===== src/rtl/core/itd_pkg.sv =====
`timescale 1ns / 1ps
// ----------------------------------------------------------------------------
// Intercom telegram decoder package
// Telegram kind codes, opcode nibbles and the decoded result record.
// ----------------------------------------------------------------------------
package itd_pkg;

    typedef enum logic [4:0] {
        K_UNKNOWN           = 5'd0,
        K_ACK_STATUS        = 5'd1,
        K_ACK_DATA          = 5'd2,
        K_SEARCH_STATIONS   = 5'd3,
        K_FOUND_STATION     = 5'd4,
        K_DOOR_CALL         = 5'd5,
        K_FLOOR_CALL        = 5'd6,
        K_INTERNAL_CALL     = 5'd7,
        K_CONTROL_FUNC      = 5'd8,
        K_START_TALK_DOOR   = 5'd9,
        K_START_TALK        = 5'd10,
        K_STOP_TALK_DOOR    = 5'd11,
        K_STOP_TALK         = 5'd12,
        K_OPEN_DOOR         = 5'd13,
        K_OPEN_DOOR_LONG    = 5'd14,
        K_LIGHT             = 5'd15,
        K_DOOR_OPENED       = 5'd16,
        K_DOOR_CLOSED       = 5'd17,
        K_END_RINGTONE      = 5'd18,
        K_END_DOOR_READY    = 5'd19,
        K_INIT_DOOR_STATION = 5'd20,
        K_DEVICE_RESET      = 5'd21,
        K_SEL_GROUP         = 5'd22,
        K_SEL_GROUP_RESET   = 5'd23,
        K_SEARCH_DEVICES    = 5'd24,
        K_FOUND_DEVICE      = 5'd25,
        K_FOUND_DEVICE_SUB  = 5'd26,
        K_PROG_MODE         = 5'd27,
        K_READ_MEM          = 5'd28,
        K_SEL_MEM_PAGE      = 5'd29,
        K_WRITE_MEM         = 5'd30,
        K_REQ_VERSION       = 5'd31
    } t_kind;

    typedef struct packed {
        logic [19:0] serial;
        logic [31:0] payload;
        logic [7:0]  addr;
        t_kind       kind;
    } t_result;

    typedef struct packed {
        logic retx;
        logic response;
        logic long_frame;
    } t_flags;

    // long frame opcode, bits 31..28
    localparam logic [3:0] LOP_CALL    = 4'h0;
    localparam logic [3:0] LOP_OPEN    = 4'h1;
    localparam logic [3:0] LOP_TALK    = 4'h3;
    localparam logic [3:0] LOP_DEVICE  = 4'h5;
    localparam logic [3:0] LOP_CONTROL = 4'h6;
    localparam logic [3:0] LOP_STATION = 4'h7;
    localparam logic [3:0] LOP_MEMORY  = 4'h8;

    // long device sub-op, bits 7..4
    localparam logic [3:0] LDEV_FOUND   = 4'h1;
    localparam logic [3:0] LDEV_SUB     = 4'h4;
    localparam logic [3:0] LDEV_VERSION = 4'hC;

    // long memory sub-op, bits 27..24
    localparam logic [3:0] LMEM_PAGE   = 4'h1;
    localparam logic [3:0] LMEM_PAGE_B = 4'h9;
    localparam logic [3:0] LMEM_WRITE  = 4'h2;

    localparam logic [7:0] FLOOR_CALL_BYTE = 8'h41;
    localparam logic [7:0] STATION_MARK    = 8'h7F;

    // short frame opcode, bits 15..12
    localparam logic [3:0] SOP_OPEN   = 4'h1;
    localparam logic [3:0] SOP_DOOR   = 4'h2;
    localparam logic [3:0] SOP_TALK   = 4'h3;
    localparam logic [3:0] SOP_SETUP  = 4'h5;
    localparam logic [3:0] SOP_SEARCH = 4'h7;
    localparam logic [3:0] SOP_MEMORY = 4'h8;

    // short sub-ops, bits 11..8 (SSET_PROG_MARK is matched on bits 7..4)
    localparam logic [3:0] SOPEN_DOOR  = 4'h1;
    localparam logic [3:0] SOPEN_LIGHT = 4'h2;

    localparam logic [3:0] SDOOR_STATE = 4'h1;
    localparam logic [3:0] SDOOR_RING  = 4'h2;
    localparam logic [3:0] SDOOR_READY = 4'h4;
    localparam logic [3:0] SDOOR_INIT  = 4'h8;

    localparam logic [3:0] SSET_PROG      = 4'h0;
    localparam logic [3:0] SSET_RESET     = 4'h1;
    localparam logic [3:0] SSET_SEARCH    = 4'h2;
    localparam logic [3:0] SSET_GROUP     = 4'h8;
    localparam logic [3:0] SSET_GROUP_RST = 4'h9;
    localparam logic [3:0] SSET_PROG_MARK = 4'h4;

    localparam logic [3:0] SMEM_PAGE = 4'h1;
    localparam logic [3:0] SMEM_READ = 4'h4;

    localparam logic [15:0] SEARCH_WORD = 16'h7FFF;

endpackage


===== src/rtl/core/intercom_telegram_decoder_top.sv =====
`timescale 1ns / 1ps
// ----------------------------------------------------------------------------
// Intercom telegram decoder
// Classifies received bus telegrams into kind, address, payload and serial.
// ----------------------------------------------------------------------------
// Usage:
//   Slave side carries one received telegram per transfer: tdata is the raw
//   32-bit word, tuser the frame flags. Master side returns one decoded
//   result per telegram in the same order, with the flags copied to tuser.
//   A telegram goes into an input register, is decoded by short logic and
//   lands in the result register, where it is offered on the master side:
//   two register stages from port to port. Throughput is one telegram per
//   cycle while m_axis_tready is high; the two stages run as a pipeline.
//   When the receiver stalls, the result register holds, the input stage
//   fills behind it, and s_axis_tready drops once both stages are full.
//   s_axis_tready follows m_axis_tready combinationally through the stages.
//   Reset clears both stage valid flags; nothing else needs initializing.
// ----------------------------------------------------------------------------
module intercom_telegram_decoder_top (
    input  logic        i_clk,
    input  logic        i_rst_n,
    input  logic        s_axis_tvalid,
    output logic        s_axis_tready,
    input  logic [31:0] s_axis_tdata,   // raw_word
    input  logic [2:0]  s_axis_tuser,   // long_frame, response_frame, retransmitted
    output logic        m_axis_tvalid,
    input  logic        m_axis_tready,
    output logic [71:0] m_axis_tdata,   // telegram_kind, device_address,
                                        // payload_value, serial_value, zero fill
    output logic [2:0]  m_axis_tuser    // long_frame_out, response_out, retransmitted_out
);
    import itd_pkg::*;

    logic        r_in_valid;
    logic [31:0] r_in_raw;
    t_flags      r_in_flags;

    logic        r_out_valid;
    t_result     r_out;
    t_flags      r_out_flags;

    t_result     n_out;
    logic        out_load;
    logic        in_load;

    assign out_load      = !r_out_valid || m_axis_tready;
    assign s_axis_tready = !r_in_valid || out_load;
    assign in_load       = s_axis_tvalid && s_axis_tready;

    itd_decode u_decode (
        .i_raw    (r_in_raw),
        .i_flags  (r_in_flags),
        .o_result (n_out)
    );

    always_ff @(posedge i_clk) begin
        if (!i_rst_n) begin
            r_in_valid <= 1'b0;
        end else if (s_axis_tready) begin
            r_in_valid <= s_axis_tvalid;
        end
    end

    always_ff @(posedge i_clk) begin
        if (in_load) begin
            r_in_raw   <= s_axis_tdata;
            r_in_flags <= s_axis_tuser;
        end
    end

    always_ff @(posedge i_clk) begin
        if (!i_rst_n) begin
            r_out_valid <= 1'b0;
        end else if (out_load) begin
            r_out_valid <= r_in_valid;
        end
    end

    always_ff @(posedge i_clk) begin
        if (out_load && r_in_valid) begin
            r_out       <= n_out;
            r_out_flags <= r_in_flags;
        end
    end

    assign m_axis_tvalid = r_out_valid;
    assign m_axis_tdata  = {7'd0, r_out.serial, r_out.payload, r_out.addr, r_out.kind};
    assign m_axis_tuser  = r_out_flags;

endmodule


===== src/rtl/core/itd_decode.sv =====
`timescale 1ns / 1ps
// ----------------------------------------------------------------------------
// Intercom telegram classifier
// Maps one raw telegram and its frame flags to kind, address, payload, serial.
// ----------------------------------------------------------------------------
module itd_decode (
    input  logic [31:0]     i_raw,
    input  itd_pkg::t_flags i_flags,
    output itd_pkg::t_result o_result
);
    import itd_pkg::*;

    t_result r_long;
    t_result r_short;

    always_comb begin
        r_long         = '0;
        r_long.kind    = K_UNKNOWN;
        r_long.serial  = i_raw[27:8];
        unique case (i_raw[31:28])
            LOP_CALL: begin
                r_long.kind = i_raw[6] ? K_INTERNAL_CALL : K_DOOR_CALL;
                r_long.addr = {2'b00, i_raw[5:0]};
            end
            LOP_OPEN: begin
                if (i_raw[7:0] == FLOOR_CALL_BYTE) begin
                    r_long.kind = K_FLOOR_CALL;
                end else if (i_raw[7]) begin
                    r_long.kind    = K_OPEN_DOOR;
                    r_long.addr    = {2'b00, i_raw[5:0]};
                    r_long.payload = {31'd0, i_raw[6]};
                end
            end
            LOP_TALK: begin
                r_long.kind    = i_raw[6] ? K_START_TALK : K_START_TALK_DOOR;
                r_long.addr    = {2'b00, i_raw[5:0]};
                r_long.payload = {31'd0, i_raw[7]};
            end
            LOP_DEVICE: begin
                unique case (i_raw[7:4])
                    LDEV_FOUND: begin
                        r_long.kind = K_FOUND_DEVICE;
                        r_long.addr = {4'd0, i_raw[3:0]};
                    end
                    LDEV_SUB: begin
                        r_long.kind = K_FOUND_DEVICE_SUB;
                        r_long.addr = {4'd0, i_raw[3:0]};
                    end
                    LDEV_VERSION: r_long.kind = K_REQ_VERSION;
                    default: ;
                endcase
            end
            LOP_CONTROL: begin
                r_long.kind    = K_CONTROL_FUNC;
                r_long.payload = {24'd0, i_raw[7:0]};
            end
            LOP_STATION: begin
                if (i_raw[31:24] == STATION_MARK) begin
                    r_long.kind    = K_FOUND_STATION;
                    r_long.payload = {8'd0, i_raw[23:0]};
                    r_long.serial  = '0;
                end
            end
            LOP_MEMORY: begin
                unique case (i_raw[27:24])
                    LMEM_PAGE, LMEM_PAGE_B: begin
                        r_long.kind   = K_SEL_MEM_PAGE;
                        r_long.addr   = {4'd0, i_raw[23:20]};
                        r_long.serial = i_raw[19:0];
                    end
                    LMEM_WRITE: begin
                        r_long.kind    = K_WRITE_MEM;
                        r_long.addr    = i_raw[23:16];
                        r_long.payload = {16'd0, i_raw[15:0]};
                        r_long.serial  = '0;
                    end
                    default: ;
                endcase
            end
            default: ;
        endcase
    end

    always_comb begin
        r_short      = '0;
        r_short.kind = K_UNKNOWN;
        unique case (i_raw[15:12])
            SOP_OPEN: begin
                if (i_raw[11:8] == SOPEN_DOOR) begin
                    r_short.kind    = K_OPEN_DOOR;
                    r_short.addr    = {2'b00, i_raw[5:0]};
                    r_short.payload = {31'd0, i_raw[7]};
                end else if (i_raw[11:8] == SOPEN_LIGHT) begin
                    r_short.kind = K_LIGHT;
                end
            end
            SOP_DOOR: begin
                r_short.addr = {2'b00, i_raw[5:0]};
                unique case (i_raw[11:8])
                    SDOOR_STATE: r_short.kind = i_raw[7] ? K_DOOR_CLOSED : K_DOOR_OPENED;
                    SDOOR_RING:  r_short.kind = K_END_RINGTONE;
                    SDOOR_READY: r_short.kind = K_END_DOOR_READY;
                    SDOOR_INIT:  r_short.kind = K_INIT_DOOR_STATION;
                    default: ;
                endcase
            end
            SOP_TALK: begin
                r_short.kind = i_raw[6] ? K_STOP_TALK : K_STOP_TALK_DOOR;
                r_short.addr = {2'b00, i_raw[5:0]};
            end
            SOP_SETUP: begin
                unique case (i_raw[11:8])
                    SSET_PROG: begin
                        if (i_raw[7:4] == SSET_PROG_MARK) begin
                            r_short.kind    = K_PROG_MODE;
                            r_short.payload = {28'd0, i_raw[3:0]};
                        end
                    end
                    SSET_RESET: begin
                        r_short.kind = K_DEVICE_RESET;
                        r_short.addr = {4'd0, i_raw[3:0]};
                    end
                    SSET_SEARCH: begin
                        r_short.kind    = K_SEARCH_DEVICES;
                        r_short.payload = {28'd0, i_raw[3:0]};
                    end
                    SSET_GROUP: begin
                        r_short.kind    = K_SEL_GROUP;
                        r_short.payload = {28'd0, i_raw[3:0]};
                    end
                    SSET_GROUP_RST: begin
                        r_short.kind    = K_SEL_GROUP_RESET;
                        r_short.payload = {28'd0, i_raw[3:0]};
                    end
                    default: ;
                endcase
            end
            SOP_SEARCH: begin
                if (i_raw[15:0] == SEARCH_WORD) begin
                    r_short.kind = K_SEARCH_STATIONS;
                end
            end
            SOP_MEMORY: begin
                if (i_raw[11:8] == SMEM_PAGE) begin
                    r_short.kind = K_SEL_MEM_PAGE;
                    r_short.addr = i_raw[7:0];
                end else if (i_raw[11:8] == SMEM_READ) begin
                    r_short.kind = K_READ_MEM;
                    r_short.addr = i_raw[7:0];
                end
            end
            default: ;
        endcase
    end

    always_comb begin
        if (i_flags.response) begin
            o_result         = '0;
            o_result.kind    = i_flags.long_frame ? K_ACK_DATA : K_ACK_STATUS;
            o_result.payload = i_raw;
        end else if (i_flags.long_frame) begin
            o_result = r_long;
        end else begin
            o_result = r_short;
        end
    end

endmodule

===== config.mk =====
export PLATFORM = sky130hd
export DESIGN_NAME = intercom_telegram_decoder_top
export DESIGN_NICKNAME = d
export VERILOG_FILES = /design/src/rtl/core/itd_pkg.sv /design/src/rtl/core/intercom_telegram_decoder_top.sv /design/src/rtl/core/itd_decode.sv
export SDC_FILE = /design/constraint.sdc
export NUM_CORES = 1
export LEC_CHECK = 0
export ABC_AREA = 1
export BUFFER_PORTS_ARGS = -buffer_cell sky130_fd_sc_hd__buf_2
export CAP_MARGIN = 10
export CORE_ASPECT_RATIO = 0.75
export CORE_MARGIN = 2
export CORE_UTILIZATION = 31
export CTS_BUF_LIST = sky130_fd_sc_hd__clkbuf_8
export CTS_CLUSTER_DIAMETER = 80
export DETAILED_ROUTE_END_ITERATION = 10
export GPL_TIMING_DRIVEN = 1
export PLACE_DENSITY = 0.58
export SYNTH_ARGS = -nofsm -noshare
export SYNTH_HDL_FRONTEND = slang
export SYNTH_SLANG_ARGS = --single-unit

===== constraint.sdc =====
create_clock -name i_clk -period 3.77 [get_ports i_clk]
set_input_delay 0.1885 -clock i_clk [delete_from_list [all_inputs] [get_ports i_clk]]
set_output_delay 0.1885 -clock i_clk [all_outputs]
set_load 0.02 [all_outputs]

==> flow_summary_export.csv <==
group,metric,value,unit
hold_path,worstHoldPathCells,3,
cts,postCtsHoldBufs,35,
timing,tightest_slew,0.871,ns
layout,nets,761,
cts,cts.sinks,105,
critical_path,crit_type,"flop to flop",
pwr,p_leak,2.85,nW
timing,fin_skew,0.0178,ns
floorplan,ioPinCount,116,
placed_design,gp_congestion,0.908,
critical_path,cp_num_buf_inv,3,
critical_path,critPathLaunchType,"flop",
timing,hold_violations,0,
layout,synthToLayoutAreaGrowth,21.9,%
critical_path,critPathSlowestCell,"buf_4",
grt,grt_max_degree,66,
pwr,p_per_area,369,nW/um^2
logic_synthesis,ys_seq_area_share,57.9,%
floorplan,die_y,118,um
logic_synthesis,synthCells,594,
layout,n_antenna_cell,0,
timing,max_freq,473,MHz
grt,grt_use_total,17.5,%
timing,fin_setup_tns,0,ns
cts,post-cts-setup-buffers,0,
placed_design,dp_hpwl,11.0,mm
timing,period_minus_slack,2.12,ns
route,vias,4553,
logic_synthesis,async_reset_ff_share,0,%
cts,cts_tree,"yes",
route,ant_nets,0,
route,wl_met2,6.40,mm
route,wl,15.7,mm
cts,numCtsBuffers,9,
critical_path,required,3.90,ns
grt,antenna_found_initial,0,
floorplan,die_w,157,um
timing,setup_viol,0,
floorplan,core_region_area,16900,um^2
critical_path,crit_cells,6,
pwr,finalPower,0.00243,W
route,wire_per_inst,16.6,um
route,drt-initial-drc-count,480,
critical_path,end_kind,"flop",
logic_synthesis,synth_flop_cell,"edfxtp_1",
flow_run,drv_cap,0,
floorplan,start_util,32.0,%
route,viasPerCell,4.83,
critical_path,cp_max_fo,34,
placed_design,port_buffers,108,
timing,finalCritPeriodShare,56.1,%
route,highest_layer,"met4",
timing,maxSlewHeadroom,42.0,%
cts,cts_resized,0,
logic_synthesis,synth_area_per_cell,9.11,um^2
logic_synthesis,yosysWarnings,0,
layout,drive_gt1_share,23.1,%
logic_synthesis,ys_ff_latch,105,
grt,overflow,0,
grt,grt_pass1_vias,4357,
logic_synthesis,synth_edf_count,103,
cts,htree_levels,3,
critical_path,cp_cell_sequence,"buf_4 > inv_2 > nor2_1 > inv_1 > nor2_1 > a21oi_1",
logic_synthesis,syn_area,5410,um^2
floorplan,dieArea,18500,um^2
critical_path,reg2reg_depth,6,
route,drtPass1Iterations,5,
critical_path,critPathTopFamily,"buffers and inverters",
outcome,status,"finished, final reports clean",
route,wl_met3,1.04,mm
route,wl_met1,7.85,mm
grt,grt_pass1_wl,24.6,mm
critical_path,arrival,2.24,ns
route,route.detailed.drc,0,
critical_path,slowest_delay,0.36,ns
critical_path,crit_top_cell,"nor2_1",
cts,clk_pin_slew_worst_paths,0.10,ns
logic_synthesis,synth.distinct_cells,31,
floorplan,num_rows,41,
pwr,ir_drop,0.000137,V
timing,rsz0062_at_grt,"false",
cts,clkLatencyLatePin,0.40,ns
cts,root_buffer,"clkbuf_8",
cts,clockBufferDepth,2,
hold_path,hp-class,"input port to flop",
timing,drv_slew,0,
==> cell type report <==
class | instances | area [um^2]
clock buffers | 9 | 124
well taps | 215 | 269
inverters | 54 | 205
clock inverters | 7 | 70.1
fillers | 1718 | 10300
multi-input cells | 405 | 1870
repair buffers | 147 | 921
flip-flops and latches | 105 | 3130
==> path summary, 6_finish.rpt <==
path | slack [ns] | startpoint | to
max | 1.65 | r_in_flags[0]$_DFFE_PP_ | m_axis_tdata[1]$_DFFE_PP_
min | 0.02 | i_rst_n | r_in_valid$_SDFFE_PN0N_
max reg2reg | 1.65 | r_in_flags[0]$_DFFE_PP_ | m_axis_tdata[1]$_DFFE_PP_
min reg2reg | 0.43 | r_in_flags[2]$_DFFE_PP_ | m_axis_tuser[2]$_DFFE_PP_
==> tightest hold or removal path, delay by kind of cell <==
| family | cells | cell delay (ns) |
|---|---|---|
| buf+inv | 2 | 0.15 |
| compound gates | 1 | 0.04 |
==> synthesized netlist by cell type, types with 2 or more instances <==
cell	number	area (um^2)
nor2_1	61	229
dfxtp_1	2	40.0
inv_2	12	45.0
a21oi_1	42	210
clkbuf_1	10	37.5
buf_2	6	30.0
o21ai_1	4	20.0
o21ai_0	36	180
nor2_2	3	18.8
nand3_1	72	360
a21oi_2	3	26.3
inv_1	41	154
nand2_2	12	75.1
buf_1	2	7.51
nand2_1	146	548
a21boi_0	2	15.0
buf_4	12	90.1
buf_6	6	67.6
edfxtp_1	103	3090
nor3_1	2	10.0
nand4_1	5	31.3
nor2_4	3	33.8
==> registers in the layout, summed over array words and instances (netlist names) <==
name	flops
r_in_flags	3
m_axis_tdata	65
r_in_valid	1
m_axis_tvalid	1
m_axis_tuser	3
r_in_raw	32
==> layout by cell type (no fill, tap or decap), types with 2 or more instances in the layout <==
cell / count
nand2_1: 146
nor3_1: 2
dlygate4sd3_1: 35
buf_4: 4
nand2_2: 12
inv_1: 41
inv_2: 12
conb_1: 7
a21oi_1: 41
a21boi_0: 2
nand3_1: 72
edfxtp_1: 103
nand4_1: 5
dfxtp_1: 2
o21ai_0: 36
nor2_4: 3
clkbuf_8: 9
buf_2: 108
nor2_1: 61
nor2_2: 3
a21oi_2: 3
clkinv_2: 4
o21ai_1: 4
==> stage by stage <==
step	utilization, %	instances	hold slack (ns)	setup WS, ns	cell area [um^2]
4_1_cts	39.0	942	0.00685	1.69	6590
3_5_place_dp	35.7	891	0.367	1.71	6050
5_1_grt	39.0	942	0.0271	1.55	6590
3_3_place_gp	35.7	891	0.366	1.71	6050
2_1_floorplan	-	600	0.287	1.04	5440
6_report	39.0	942	0.0186	1.65	6590
==> metal layers <==
layer	track usage (%)	vias to the layer above
met4	5.50	0
met5	0	-
met3	4.00	25
li1	-	2235
met1	26.4	2092
met2	24.7	201
==> cell families after synthesis <==
family / count (synthesis) / synth area share (%)
buffers and inverters: 90 / 8.10
AND/OR/NAND/NOR: 308 / 25.1
AO/OA/AOI/OAI: 90 / 8.84
flip-flops: 105 / 57.9
other: 1 / 0.0693
==> where the power goes <==
part	internal (W)	switching (W)	total, W
combinational	0.000101	0.000197	0.000298
clock	0.000309	0.000413	0.000722
sequential	0.00135	0.0000608	0.00141
total	0.00176	0.000671	0.00243
No activity file was read; power rests on OpenSTA's default activity.
